### config.mk
export PLATFORM = sky130hd
export DESIGN_NAME = buddy_allocator_core
export DESIGN_NICKNAME = d
export VERILOG_FILES = /design/src/bac_pkg.sv /design/src/bac_ctrl.sv /design/src/bac_dpath.sv /design/src/buddy_allocator_core.sv
export VERILOG_INCLUDE_DIRS = /design/src /design/src/src
export SDC_FILE = /design/constraint.sdc
export NUM_CORES = 1
export LEC_CHECK = 0
export BUFFER_PORTS_ARGS = -buffer_cell sky130_fd_sc_hd__buf_2
export CAP_MARGIN = 20
export CORE_MARGIN = 2
export CORE_UTILIZATION = 62
export CTS_BUF_LIST = sky130_fd_sc_hd__clkbuf_8
export DETAILED_ROUTE_END_ITERATION = 8
export GPL_TIMING_DRIVEN = 0
export PLACE_DENSITY_LB_ADDON = 0.05
export SYNTH_ARGS = -nofsm -noshare
export SYNTH_HDL_FRONTEND = slang
export SYNTH_SLANG_ARGS = --single-unit
### constraint.sdc
create_clock -name clk -period 20.3 [get_ports clk]
set_input_delay 4.06 -clock clk [delete_from_list [all_inputs] [get_ports clk]]
set_output_delay 4.06 -clock clk [all_outputs]
set_load 0.005 [all_outputs]
### src/assert_macros.svh
// Assertion macros used by the RTL top level of the buddy allocator.
// Depends on nothing; synthesis builds see empty bodies.
`ifndef ASSERT_MACROS_SVH
`define ASSERT_MACROS_SVH
`ifndef SYNTHESIS
`define BAC_ASSERT(lbl, clk, rstn, prop) \
  lbl: assert property (@(posedge clk) disable iff (!rstn) prop) \
    else $error("assertion failed");
`define BAC_ASSERT_ALWAYS(lbl, clk, prop) \
  lbl: assert property (@(posedge clk) prop) else $error("assertion failed");
`else
`define BAC_ASSERT(lbl, clk, rstn, prop)
`define BAC_ASSERT_ALWAYS(lbl, clk, prop)
`endif
`endif

### src/bac_pkg.sv
// Package of the buddy allocator: sizes, widths, datapath commands and controller states.
// Depends on nothing; used by every module of the block.
package bac_pkg;

  localparam int POOL_LEVELS  = 10;
  localparam int HEADER_BYTES = 16;
  localparam int MIN_LEVEL    = 5;

  localparam int GRAN_W   = POOL_LEVELS - MIN_LEVEL;
  localparam int NUM_GRAN = 1 << GRAN_W;
  localparam int NUM_LVL  = POOL_LEVELS - MIN_LEVEL + 1;
  localparam int LI_W     = $clog2(NUM_LVL);
  localparam int LVL_W    = 4;
  localparam int SZ_W     = 10;
  localparam int OFF_W    = 10;
  localparam int ADDR_W   = POOL_LEVELS + 1;
  localparam int BYTES_W  = 18;
  localparam int ST_W     = 2;

  localparam logic [ST_W-1:0] ST_OK      = 2'd0;
  localparam logic [ST_W-1:0] ST_NO_FIT  = 2'd1;
  localparam logic [ST_W-1:0] ST_BAD_FREE = 2'd2;

  typedef logic [GRAN_W-1:0] gran_t;
  typedef logic [LVL_W-1:0]  lvl_t;

  // Datapath operations, one per cycle.
  typedef enum logic [3:0] {
    DP_NOP, DP_CAPTURE, DP_TAKE, DP_FAIL_ALLOC, DP_UL_READ, DP_UL_LINK, DP_UL_CLR,
    DP_SPLIT, DP_ALLOC_FIN, DP_PUSH_A, DP_PUSH_B, DP_FREE_OK, DP_FAIL_FREE,
    DP_MERGE_TAKE, DP_MERGE_UP, DP_MERGE_FIN
  } dp_op_t;

  // Source of the single granule read address.
  typedef enum logic [1:0] {RD_CHK, RD_BUD, RD_T} rd_sel_t;

  typedef struct packed {
    dp_op_t  op;
    rd_sel_t rd_sel;
  } dp_cmd_t;

  typedef struct packed {
    logic is_free;
    logic found;
    logic can_split;
    logic check_ok;
    logic can_merge;
    logic head_ok;
  } dp_stat_t;

  typedef enum logic [3:0] {
    S_IDLE, S_A_FIND, S_UL_READ, S_UL_LINK, S_UL_CLR, S_SPLIT, S_PUSH_A, S_PUSH_B,
    S_F_CHECK, S_MERGE, S_MERGE_UP, S_DONE
  } state_t;

  // True when a block of the given level holds sz payload bytes.
  function automatic logic fits(input lvl_t lvl, input logic [SZ_W-1:0] sz);
    logic [BYTES_W-1:0] bytes;
    bytes = BYTES_W'(1) << lvl;
    return (bytes > BYTES_W'(HEADER_BYTES)) &&
           ((bytes - BYTES_W'(HEADER_BYTES)) >= BYTES_W'(sz));
  endfunction

endpackage

### src/bac_ctrl.sv
// Controller of the buddy allocator: sequences search, unlink, split, merge and push.
// Depends on bac_pkg.
module bac_ctrl (
  input  logic              clk,
  input  logic              rst_n,
  input  logic              start,
  input  bac_pkg::dp_stat_t stat,
  output bac_pkg::dp_cmd_t  cmd,
  output logic              busy,
  output logic              done
);
  import bac_pkg::*;

  state_t state_r, state_nxt;

  // State register.
  always_ff @(posedge clk) begin
    if (!rst_n) begin
      state_r <= S_IDLE;
    end else begin
      state_r <= state_nxt;
    end
  end

  // Next state.
  always_comb begin
    state_nxt = state_r;
    unique case (state_r)
      S_IDLE:     if (start) state_nxt = S_A_FIND;
      S_A_FIND:   state_nxt = stat.is_free ? (stat.check_ok ? S_MERGE : S_DONE)
                                           : (stat.found ? S_UL_READ : S_DONE);
      S_UL_READ:  state_nxt = S_UL_LINK;
      S_UL_LINK:  state_nxt = S_UL_CLR;
      S_UL_CLR:   state_nxt = stat.is_free ? S_MERGE_UP : S_SPLIT;
      S_SPLIT:    state_nxt = stat.can_split ? S_PUSH_A : S_DONE;
      S_PUSH_A:   state_nxt = stat.head_ok ? S_PUSH_B : (stat.is_free ? S_DONE : S_SPLIT);
      S_PUSH_B:   state_nxt = stat.is_free ? S_DONE : S_SPLIT;
      S_F_CHECK:  state_nxt = stat.check_ok ? S_MERGE : S_DONE;
      S_MERGE:    state_nxt = stat.can_merge ? S_UL_READ : S_PUSH_A;
      S_MERGE_UP: state_nxt = S_MERGE;
      S_DONE:     state_nxt = S_IDLE;
      default:    state_nxt = S_IDLE;
    endcase
  end

  // Outputs: the first state after capture handles both allocate search and free check.
  always_comb begin
    cmd.op     = DP_NOP;
    cmd.rd_sel = RD_T;
    busy       = (state_r != S_IDLE);
    done       = (state_r == S_DONE);
    unique case (state_r)
      S_IDLE:     if (start) cmd.op = DP_CAPTURE;
      S_A_FIND: begin
        cmd.rd_sel = RD_CHK;
        if (stat.is_free) begin
          cmd.op = stat.check_ok ? DP_FREE_OK : DP_FAIL_FREE;
        end else begin
          cmd.op = stat.found ? DP_TAKE : DP_FAIL_ALLOC;
        end
      end
      S_UL_READ:  cmd.op = DP_UL_READ;
      S_UL_LINK:  cmd.op = DP_UL_LINK;
      S_UL_CLR:   cmd.op = DP_UL_CLR;
      S_SPLIT:    cmd.op = stat.can_split ? DP_SPLIT : DP_ALLOC_FIN;
      S_PUSH_A:   cmd.op = DP_PUSH_A;
      S_PUSH_B:   cmd.op = DP_PUSH_B;
      S_F_CHECK: begin
        cmd.rd_sel = RD_CHK;
        cmd.op     = stat.check_ok ? DP_FREE_OK : DP_FAIL_FREE;
      end
      S_MERGE: begin
        cmd.rd_sel = RD_BUD;
        cmd.op     = stat.can_merge ? DP_MERGE_TAKE : DP_MERGE_FIN;
      end
      S_MERGE_UP: cmd.op = DP_MERGE_UP;
      S_DONE:     cmd.op = DP_NOP;
      default:    cmd.op = DP_NOP;
    endcase
  end

endmodule

### src/bac_dpath.sv
// Datapath of the buddy allocator: free list heads, granule tables and result registers.
// Depends on bac_pkg; driven by bac_ctrl through one command word a cycle.
module bac_dpath (
  input  logic                        clk,
  input  logic                        rst_n,
  input  bac_pkg::dp_cmd_t            cmd,
  input  logic                        in_operation,
  input  logic [bac_pkg::SZ_W-1:0]    in_request_size,
  input  logic [bac_pkg::OFF_W-1:0]   in_payload_offset_in,
  output bac_pkg::dp_stat_t           stat,
  output logic [bac_pkg::OFF_W-1:0]   res_off,
  output logic [bac_pkg::LVL_W-1:0]   res_lvl,
  output logic [bac_pkg::ST_W-1:0]    res_st
);
  import bac_pkg::*;

  // Free list heads and granule tables.
  gran_t             head_r   [NUM_LVL];
  logic              hok_r    [NUM_LVL];
  lvl_t              glvl_r   [NUM_GRAN];
  logic              gfree_r  [NUM_GRAN];
  gran_t             next_r   [NUM_GRAN];
  logic              nok_r    [NUM_GRAN];
  gran_t             prev_r   [NUM_GRAN];
  logic              pok_r    [NUM_GRAN];

  // Request and walk registers.
  logic              op_r;
  logic [SZ_W-1:0]   sz_r;
  logic [OFF_W-1:0]  pin_r;
  gran_t             g_r, t_r, lp_r, ln_r;
  logic              lpok_r, lnok_r;
  lvl_t              lvl_r;
  logic [OFF_W-1:0]  res_off_r;
  lvl_t              res_lvl_r;
  logic [ST_W-1:0]   res_st_r;

  logic [LI_W-1:0]   li, found_li;
  logic              found;
  logic [ADDR_W-1:0] off, lmask;
  gran_t             chk_g, bud, up, rd_a;
  lvl_t              rd_lvl;
  logic              rd_free;

  // Lowest level whose list is non-empty and whose block fits the request.
  always_comb begin
    found    = 1'b0;
    found_li = '0;
    for (int i = NUM_LVL - 1; i >= 0; i--) begin
      if (hok_r[i] && fits(LVL_W'(i + MIN_LEVEL), sz_r)) begin
        found    = 1'b1;
        found_li = LI_W'(i);
      end
    end
  end

  // Address arithmetic and the single granule read.
  always_comb begin
    li     = LI_W'(lvl_r - LVL_W'(MIN_LEVEL));
    off    = ADDR_W'(pin_r) - ADDR_W'(HEADER_BYTES);
    chk_g  = off[POOL_LEVELS-1:MIN_LEVEL];
    bud    = g_r ^ (GRAN_W'(1) << (lvl_r - LVL_W'(MIN_LEVEL)));
    up     = g_r + (GRAN_W'(1) << (lvl_r - LVL_W'(MIN_LEVEL + 1)));
    unique case (cmd.rd_sel)
      RD_CHK:  rd_a = chk_g;
      RD_BUD:  rd_a = bud;
      RD_T:    rd_a = t_r;
      default: rd_a = t_r;
    endcase
    rd_lvl  = glvl_r[rd_a];
    rd_free = gfree_r[rd_a];
    lmask   = (ADDR_W'(1) << rd_lvl) - ADDR_W'(1);
  end

  // Status toward the controller.
  always_comb begin
    stat.is_free   = op_r;
    stat.found     = found;
    stat.can_split = (lvl_r > LVL_W'(MIN_LEVEL)) && fits(lvl_r - LVL_W'(1), sz_r);
    stat.check_ok  = (ADDR_W'(pin_r) >= ADDR_W'(HEADER_BYTES)) &&
                     (off < (ADDR_W'(1) << POOL_LEVELS)) &&
                     (off[MIN_LEVEL-1:0] == '0) && !rd_free &&
                     (rd_lvl >= LVL_W'(MIN_LEVEL)) && (rd_lvl <= LVL_W'(POOL_LEVELS)) &&
                     ((off & lmask) == '0);
    stat.can_merge = (lvl_r < LVL_W'(POOL_LEVELS)) && rd_free && (rd_lvl == lvl_r);
    stat.head_ok   = hok_r[li];
  end

  // Request and walk registers.
  always_ff @(posedge clk) begin
    unique case (cmd.op)
      DP_CAPTURE: begin
        op_r  <= in_operation;
        sz_r  <= (in_request_size == '0) ? SZ_W'(1) : in_request_size;
        pin_r <= in_payload_offset_in;
      end
      DP_TAKE: begin
        g_r   <= head_r[found_li];
        t_r   <= head_r[found_li];
        lvl_r <= LVL_W'(found_li) + LVL_W'(MIN_LEVEL);
      end
      DP_FAIL_ALLOC: begin
        res_off_r <= '0;
        res_lvl_r <= '0;
        res_st_r  <= ST_NO_FIT;
      end
      DP_UL_READ: begin
        lp_r   <= prev_r[t_r];
        lpok_r <= pok_r[t_r];
        ln_r   <= next_r[t_r];
        lnok_r <= nok_r[t_r];
      end
      DP_SPLIT: begin
        lvl_r <= lvl_r - LVL_W'(1);
        t_r   <= up;
      end
      DP_ALLOC_FIN: begin
        res_off_r <= OFF_W'((ADDR_W'(g_r) << MIN_LEVEL) + ADDR_W'(HEADER_BYTES));
        res_lvl_r <= lvl_r;
        res_st_r  <= ST_OK;
      end
      DP_FREE_OK: begin
        g_r   <= chk_g;
        lvl_r <= rd_lvl;
      end
      DP_FAIL_FREE: begin
        res_off_r <= pin_r;
        res_lvl_r <= '0;
        res_st_r  <= ST_BAD_FREE;
      end
      DP_MERGE_TAKE: t_r <= bud;
      DP_MERGE_UP: begin
        if (t_r < g_r) g_r <= t_r;
        lvl_r <= lvl_r + LVL_W'(1);
      end
      DP_MERGE_FIN: begin
        t_r       <= g_r;
        res_off_r <= pin_r;
        res_lvl_r <= lvl_r;
        res_st_r  <= ST_OK;
      end
      default: ;
    endcase
  end

  // Free list heads and granule tables; reset holds one free top-level block at granule 0.
  always_ff @(posedge clk) begin
    if (!rst_n) begin
      for (int i = 0; i < NUM_LVL; i++) begin
        head_r[i] <= '0;
        hok_r[i]  <= (i == NUM_LVL - 1);
      end
      for (int i = 0; i < NUM_GRAN; i++) begin
        glvl_r[i]  <= (i == 0) ? LVL_W'(POOL_LEVELS) : '0;
        gfree_r[i] <= (i == 0);
        next_r[i]  <= '0;
        nok_r[i]   <= 1'b0;
        prev_r[i]  <= '0;
        pok_r[i]   <= 1'b0;
      end
    end else begin
      unique case (cmd.op)
        DP_UL_LINK: begin
          if (lpok_r) begin
            next_r[lp_r] <= ln_r;
            nok_r[lp_r]  <= lnok_r;
          end else begin
            head_r[li] <= ln_r;
            hok_r[li]  <= lnok_r;
          end
          if (lnok_r) begin
            prev_r[ln_r] <= lp_r;
            pok_r[ln_r]  <= lpok_r;
          end
        end
        DP_UL_CLR: begin
          nok_r[t_r] <= 1'b0;
          pok_r[t_r] <= 1'b0;
        end
        DP_SPLIT: begin
          glvl_r[up]  <= lvl_r - LVL_W'(1);
          gfree_r[up] <= 1'b1;
        end
        DP_ALLOC_FIN: begin
          glvl_r[g_r]  <= lvl_r;
          gfree_r[g_r] <= 1'b0;
        end
        DP_FREE_OK:   gfree_r[chk_g] <= 1'b1;
        DP_MERGE_FIN: begin
          glvl_r[g_r]  <= lvl_r;
          gfree_r[g_r] <= 1'b1;
        end
        DP_PUSH_A: begin
          next_r[t_r] <= head_r[li];
          nok_r[t_r]  <= hok_r[li];
          pok_r[t_r]  <= 1'b0;
          if (!hok_r[li]) begin
            head_r[li] <= t_r;
            hok_r[li]  <= 1'b1;
          end
        end
        DP_PUSH_B: begin
          prev_r[head_r[li]] <= t_r;
          pok_r[head_r[li]]  <= 1'b1;
          head_r[li]         <= t_r;
        end
        default: ;
      endcase
    end
  end

  assign res_off = res_off_r;
  assign res_lvl = res_lvl_r;
  assign res_st  = res_st_r;

endmodule

### src/buddy_allocator_core.sv
// Top level of the buddy allocator: controller plus datapath.
// Depends on bac_pkg, bac_ctrl, bac_dpath and assert_macros.svh.
//
//   Channel   Handshake            Word
//   request   start high, busy low in_operation, in_request_size, in_payload_offset_in
//   result    out_valid one cycle  out_payload_offset, out_block_level, out_status
//
// An allocate runs from acceptance through the search, the unlink states (read, link,
// clear), a split check and push of the upper half per split level, and the strobe. A free
// runs through the check, then per merged level the buddy test, the unlink states and the
// level step, then the push onto the target list and the strobe. A rejected word goes from
// the search straight to the strobe. The next word is taken only after the strobe, in idle.
// Synchronous reset leaves one free top-level block at granule 0.
// The result strobe lasts one cycle and the receiver cannot stall it.
`include "assert_macros.svh"
module buddy_allocator_core (
  input  logic                        clk,
  input  logic                        rst_n,
  input  logic                        start,
  output logic                        busy,
  input  logic                        in_operation,
  input  logic [bac_pkg::SZ_W-1:0]    in_request_size,
  input  logic [bac_pkg::OFF_W-1:0]   in_payload_offset_in,
  output logic                        out_valid,
  output logic [bac_pkg::OFF_W-1:0]   out_payload_offset,
  output logic [bac_pkg::LVL_W-1:0]   out_block_level,
  output logic [bac_pkg::ST_W-1:0]    out_status
);
  import bac_pkg::*;

  dp_cmd_t  cmd;
  dp_stat_t stat;

  // Sequencer.
  bac_ctrl u_ctrl (
    .clk   (clk),
    .rst_n (rst_n),
    .start (start),
    .stat  (stat),
    .cmd   (cmd),
    .busy  (busy),
    .done  (out_valid)
  );

  // Tables and result registers.
  bac_dpath u_dpath (
    .clk                  (clk),
    .rst_n                (rst_n),
    .cmd                  (cmd),
    .in_operation         (in_operation),
    .in_request_size      (in_request_size),
    .in_payload_offset_in (in_payload_offset_in),
    .stat                 (stat),
    .res_off              (out_payload_offset),
    .res_lvl              (out_block_level),
    .res_st               (out_status)
  );

  // Checks.
  `BAC_ASSERT(a_accept_busy, clk, rst_n, (start && !busy) |=> busy)
  `BAC_ASSERT(a_done_idle, clk, rst_n, out_valid |=> (!busy && !out_valid))
  `BAC_ASSERT(a_valid_busy, clk, rst_n, out_valid |-> busy)
  `BAC_ASSERT(a_nofit_zero, clk, rst_n, (out_valid && out_status == ST_NO_FIT) |-> (out_payload_offset == '0 && out_block_level == '0))
  `BAC_ASSERT(a_status_code, clk, rst_n, out_valid |-> (out_status != 2'd3))

endmodule

Word level (Yosys, flattened, before mapping)
Memory sizes are Yosys's and may differ from the RTL's. A register that Yosys moved wholly into a read port is not among the register bits.
Cells that the tools add are included.
{"block": "classes", "n_shift": 4, "reduce_logical": 50, "muxes": 131, "bitwise": 9, "n_addsub": 10, "eq_ne": 30, "order_cmp": 15}
{"operator": "$mux W5", "count": 22}
{"operator": "$pmux W4 S11", "count": 2}
{"operator": "$mux W1", "count": 75}
{"operator": "$eq A4 B4 Y1 const B", "count": 12}
{"operator": "$mux W4", "count": 12}
{"operator": "$eq A4 B3 Y1 const B", "count": 8}
{"operator": "$mux W3", "count": 10}
{"operator": "$pmux W10 S3", "count": 1}
{"operator": "$reduce_or A5 Y1", "count": 5}
{"operator": "$pmux W5 S4", "count": 1}
{"operator": "$ge A18 B10 Y1", "count": 1}
{"operator": "$gt A18 B5 Y1 const B", "count": 1}
{"operator": "$shl A1 B4 Y18 const A", "count": 1}
{"operator": "$sub A18 B5 Y18 const B", "count": 1}
{"operator": "$eq A4 B2 Y1 const B", "count": 4}
{"operator": "$logic_and A1 B1 Y1", "count": 16}
{"operator": "$pmux W4 S4", "count": 1}
{"operator": "$pmux W5 S3", "count": 1}
{"operator": "$reduce_bool A4 Y1", "count": 3}
{"operator": "$and A11 B11 Y11", "count": 1}
{"operator": "$logic_not A11 Y1", "count": 1}
{"operator": "$lt A11 B11 Y1 const B", "count": 1}
{"operator": "$shl A1 B4 Y11 const A", "count": 1}
{"operator": "$sub A10 B5 Y11 const B", "count": 1}
{"operator": "43 further kinds", "count": 67}
{"block": "word_totals", "ramBits": 580, "n_memories": 8, "regBits": 55, "out_inout_bits": 18}
{"memory": "u_dpath.next_r", "words": 32, "word_bits": 5, "rd": 1, "rd_clocked_by_memory_dff": 1, "write_ports": 32, "line_no": "bac_dpath.sv:22", "text": "gran_t next_r [NUM_GRAN];"}
{"memory": "u_dpath.prev_r", "words": 32, "word_bits": 5, "rd": 1, "rd_clocked_by_memory_dff": 1, "write_ports": 32, "line_no": "bac_dpath.sv:24", "text": "gran_t prev_r [NUM_GRAN];"}
{"memory": "u_dpath.glvl_r", "words": 32, "word_bits": 4, "rd": 1, "rd_clocked_by_memory_dff": 0, "write_ports": 32, "line_no": "bac_dpath.sv:20", "text": "lvl_t glvl_r [NUM_GRAN];"}
{"memory": "u_dpath.gfree_r", "words": 32, "word_bits": 1, "rd": 1, "rd_clocked_by_memory_dff": 0, "write_ports": 32, "line_no": "bac_dpath.sv:21", "text": "logic gfree_r [NUM_GRAN];"}
{"memory": "u_dpath.nok_r", "words": 32, "word_bits": 1, "rd": 1, "rd_clocked_by_memory_dff": 1, "write_ports": 32, "line_no": "bac_dpath.sv:23", "text": "logic nok_r [NUM_GRAN];"}
{"memory": "u_dpath.pok_r", "words": 32, "word_bits": 1, "rd": 1, "rd_clocked_by_memory_dff": 1, "write_ports": 32, "line_no": "bac_dpath.sv:25", "text": "logic pok_r [NUM_GRAN];"}
{"memory": "2 more memories"}

Logic depth before layout (Yosys ltp)
An unclocked memory read counts as a cell.
{"block": "depth", "ltp_word": 22, "mapped_depth": 33}

Hierarchy
A second synthesis with hierarchy kept.
{"block": "hier_totals", "cells_unflattened": 2937, "hier_area_um2": 33135.5}
{"mod": "bac_dpath", "area_each_um2": 32592.5, "cells_per_inst": 2858, "seq_area_each_um2": 18667.9, "n_inst": 1}
{"mod": "bac_ctrl", "area_each_um2": 543.0, "cells_per_inst": 79, "seq_area_each_um2": 80.1, "n_inst": 1}

Least setup slack after synthesis
No wires, ideal clock.
{"block": "synth_path", "path_type": "register to register", "startpoint": "register u_dpath.lvl_r[0]", "endpoint": "memory u_dpath.prev_r[1][0] (netlist bit), enable pin", "path_buffers": 7, "t_required_ps": 19926, "setup_ps": 374, "arrival_time_ps": 6808, "stages_incl_launch_ff": 29, "setup_slack_ps": 13118, "path_cell_list": "edfxtp_1 > buf_4 > buf_1 > inv_1 > ha_1 > buf_4 > xnor2_2 > buf_4 > nor4_2 > mux2i_1 > and2_1 > buf_2 > mux2i_1 > nor4_1 > a311oi_1 > nand2_1 > nor2_1 > nand3_1 > ha_1 > nand2_1 > o21ai_1 > a21o_1 > o31ai_4 > nand3_2 > o31ai_1 > nand2_1 > clkbuf_1 > clkbuf_1 > o21ai_0"}
{"item": "start: declaration", "line_no": "bac_dpath.sv:33", "text": "lvl_t lvl_r;"}
{"item": "start signal: assignment", "line_no": "bac_dpath.sv:100", "text": "lvl_r <= LVL_W'(found_li) + LVL_W'(MIN_LEVEL);"}
{"item": "start signal: assignment", "line_no": "bac_dpath.sv:114", "text": "lvl_r <= lvl_r - LVL_W'(1);"}
{"item": "start signal: assignment", "line_no": "bac_dpath.sv:124", "text": "lvl_r <= rd_lvl;"}
{"item": "end: declaration", "line_no": "bac_dpath.sv:24"}

==> flow_metrics.env <==
export IMPL_avgSynthCellArea_um2=11.43
export IMPL_holdPathStages=2
export IMPL_cts_buffers=105
export IMPL_wire_per_inst_um=26.80
export IMPL_use_met2=0.5951
export IMPL_final_design_area_no_fill_um2=37830
export IMPL_die_y_um=239.4
export IMPL_crit_fanout=10
export IMPL_clkTransAtPathRegs_ns=0.06
export IMPL_async_flop_share=0
export IMPL_fin_ws_ns=9.247
export IMPL_hold_buffers=0
export IMPL_cts_tree="yes"
export IMPL_setup_tns_ns=0
export IMPL_dp_hpwl_um=78550
export IMPL_rsz0062_at_grt="no"
export IMPL_drt_vias_per_instance=6.832
export IMPL_critPathCapture="u_dpath.prev_r[3][1]"
export IMPL_clock_fmax_mhz=90.47
export IMPL_place_gp_congestion=0.9959
export IMPL_drt_initial_drc_count=4007
export IMPL_reg2regPathDepth=29
export IMPL_coreArea_um2=54990
export IMPL_r2r_slack_ns=9.25
export IMPL_cpPeakStageDelay_ns=0.88
export IMPL_syn_nets=3063
export IMPL_arrival_ns=11.43
export IMPL_seq_area_frac_synth=0.5457
export IMPL_die_w_um=239.4
export IMPL_cp_startpoint="u_dpath.lvl_r[0]"
export IMPL_synthFlopType="edfxtp_1"
export IMPL_area_growth_pct=10.09
export IMPL_grt_pass1_vias=26260
export IMPL_maxSlewHeadroom=0.1686
export IMPL_drc=0
export IMPL_startpoint_type="register"
export IMPL_setup_violations=0
export IMPL_min_period_ns=11.05
export IMPL_io_buffers=41
export IMPL_r2r_start="u_dpath.lvl_r[0]"
export IMPL_yosysUniqueCellTypes=101
export IMPL_end_kind="register"
export IMPL_clkSinkCount=659
export IMPL_critical_path_depth=29
export IMPL_path_delay_family="compound AO/OA/AOI/OAI gates"
export IMPL_dpl_instance_area_um2=35710
export IMPL_drv_slew=0
export IMPL_cts_path_max_buffers=3
export IMPL_die_area_um2=57310
export IMPL_io_pins=42
export IMPL_grt_util_met3=0.07987
export IMPL_syn_area_um2=34360
export IMPL_preCtsSetupSlack_ns=9.587
export IMPL_grt_pass1_wl_um=159400
export IMPL_cts_setup_buffers=0
export IMPL_path_class="register to register"
export IMPL_row_count=86
export IMPL_cap_violations=0
export IMPL_r2r_end="u_dpath.prev_r[3][1]"
export IMPL_timing_final_hold_violations=0
export IMPL_path_buf_inv=9
export IMPL_worst_pin_slew_ns=1.247
export IMPL_synth_seq_cells=659
export IMPL_power_w=0.005029
export IMPL_ir_drop_mv=0.06856
export IMPL_synth_enable_flop_cells=555
export IMPL_leakagePower_nw=13.31
export IMPL_critical_path_slowest_cell="mux2i_1"
export IMPL_firstDrtPassIters=7
export IMPL_syn_inst=3005
export IMPL_routed_wl_um=107500
export IMPL_yosys_warnings=0
export IMPL_cts_root_buf="clkbuf_8"
export IMPL_ctsResizeCount=0
export IMPL_gr_total_overflow=0
export IMPL_grt_max_degree=22
export IMPL_grtUsageTotal=0.3762
export IMPL_antenna_left=0
export IMPL_clk_latency_ns=0.75
export IMPL_finalCritPeriodShare=0.5445
export IMPL_whs_ns=0.4698
export IMPL_met1_usage=0.4906
export IMPL_powerDensity_nw_per_um2=133.0
export IMPL_cp_required_ns=20.67
export IMPL_vias=27400
export IMPL_final_setup_skew_ns=0.03887
export IMPL_busiest_layer="met2"
export IMPL_antenna_found_initial=4
export IMPL_drive_gt1_frac=0.1460
export IMPL_nNetsFinal=3231
export IMPL_hp_class="register to register"
export IMPL_status="complete, no violations"
export IMPL_htreeDepth=3
export IMPL_initial_core_util=0.6248
[where the power goes]
part	switching [W]	total (W)	internal, W
logic	0.00154	0.00225	0.000702
registers	0.0000533	0.00164	0.00159
clock network	0.000551	0.00114	0.000593
total	0.00215	0.00503	0.00288
[worst min-delay path by stage]
| stage | slack, ns | end | startpoint |
|---|---|---|---|
| after floorplan | 0.44 | u_dpath.pok_r[9] | u_dpath.pok_r[9] |
| after global placement | 0.45 | u_dpath.pok_r[11] | u_dpath.pok_r[11] |
| after detailed placement | 0.46 | u_dpath.nok_r[19] | u_dpath.nok_r[19] |
| after CTS | 0.47 | u_dpath.nok_r[19] | u_dpath.nok_r[19] |
| after global routing | 0.49 | u_dpath.pok_r[30] | u_dpath.pok_r[30] |
| final | 0.47 | u_dpath.pok_r[6] | u_dpath.pok_r[6] |
[cells in the final DEF, fill, tap and decap left out, types with 41 or more instances in the layout]
cell and instances:
edfxtp_1 555, nor2_1 428, nand2_1 287, clkbuf_1 201, nor3_1 183, mux4_2 135
clkbuf_8 120, o21ai_0 111, dfxtp_1 104, mux2i_1 93, inv_1 78, nand3_1 78
a21oi_1 72, buf_2 70, a22oi_1 41, a31oi_1 41
[area by class of cell]
class	instances	area, um2
Multi-Input combinational cell	2032	14320
Clock inverter	74	439.2
Fill cell	4131	17160
Timing Repair Buffer	61	436.7
Buffer	263	1094
Antenna cell	2	5.005
Clock buffer	120	1652
Tap cell	748	935.9
Inverter	51	191.4
Sequential cell	659	18750
[stage by stage]
| step | utilization | cells |
|---|---|---|
| floorplan | - | 3005 |
| global placement | 0.6456 | 3794 |
| detailed placement | 0.6494 | 3812 |
| CTS | 0.6875 | 4006 |
| global route | 0.6879 | 4010 |
| finish | 0.6879 | 4010 |
[registers in the layout, indices dropped and copies added, names as in the netlist, 2 cells and up]
name / cells
u_ctrl.state_r: 4
u_dpath.hok_r: 8
u_dpath.lp_r: 5
u_dpath.res_st: 2
u_dpath.prev_r: 160
u_dpath.gfree_r: 32
u_dpath.sz_r: 10
u_dpath.pok_r: 32
u_dpath.pin_r: 10
u_dpath.head_r: 40
u_dpath.nok_r: 32
u_dpath.glvl_r: 128
u_dpath.ln_r: 5
u_dpath.res_off: 10
u_dpath.res_lvl: 4
u_dpath.lvl_r: 4
u_dpath.g_r: 5
u_dpath.next_r: 160
u_dpath.t_r: 5
[cell families (layout without fill, tap and decap cells)]
kind of cell / count (synthesis) / count (layout) / share of synthesized area
muxes: 268 / 268 / 0.1302
and+or+nand+nor: 1150 / 1150 / 0.1528
DFF: 659 / 659 / 0.5457
adders and majority gates: 34 / 34 / 0.01260
AOI/OAI and AO/OA: 554 / 554 / 0.1145
buffers and inverters: 314 / 569 / 0.03740
xor gates and xnor gates: 26 / 26 / 0.006847
other: 0 / 2 / 0
[tightest hold or removal path, delay by kind of cell, from the launching register on]
family	cells	cell delay [ns]
flops	1	0.31
simple gates	1	0.06
mux	1	0.06
[Yosys cell counts, types with 25 or more instances]
cell type,number,area (um2)
a21oi_1,72,360.4
and3_1,40,250.2
nor3_1,183,915.9
mux2_2,29,326.6
mux2i_1,93,930.9
ha_1,33,412.9
a22oi_1,41,307.8
dfxtp_1,104,2082
nand2_1,287,1077
nand3_1,78,390.4
buf_2,28,140.1
a211oi_1,39,292.8
o31ai_1,25,187.7
a31oi_1,41,256.5
clkbuf_1,201,754.5
o21ai_0,111,555.5
nor2_1,428,1607
o211ai_1,38,285.3
mux4_2,135,3040
edfxtp_1,555,16670
inv_1,50,187.7
[per-layer routing]
metal | part of all wire | wire, um | up-vias
li1 | - | - | 11730
met3 | 0.11 | 12090 | 432
met2 | 0.46 | 49630 | 2004
met5 | 0.00025 | 27 | -
met1 | 0.36 | 39210 | 13230
met4 | 0.061 | 6509 | 4
No activity file was read; power rests on OpenSTA's default activity.
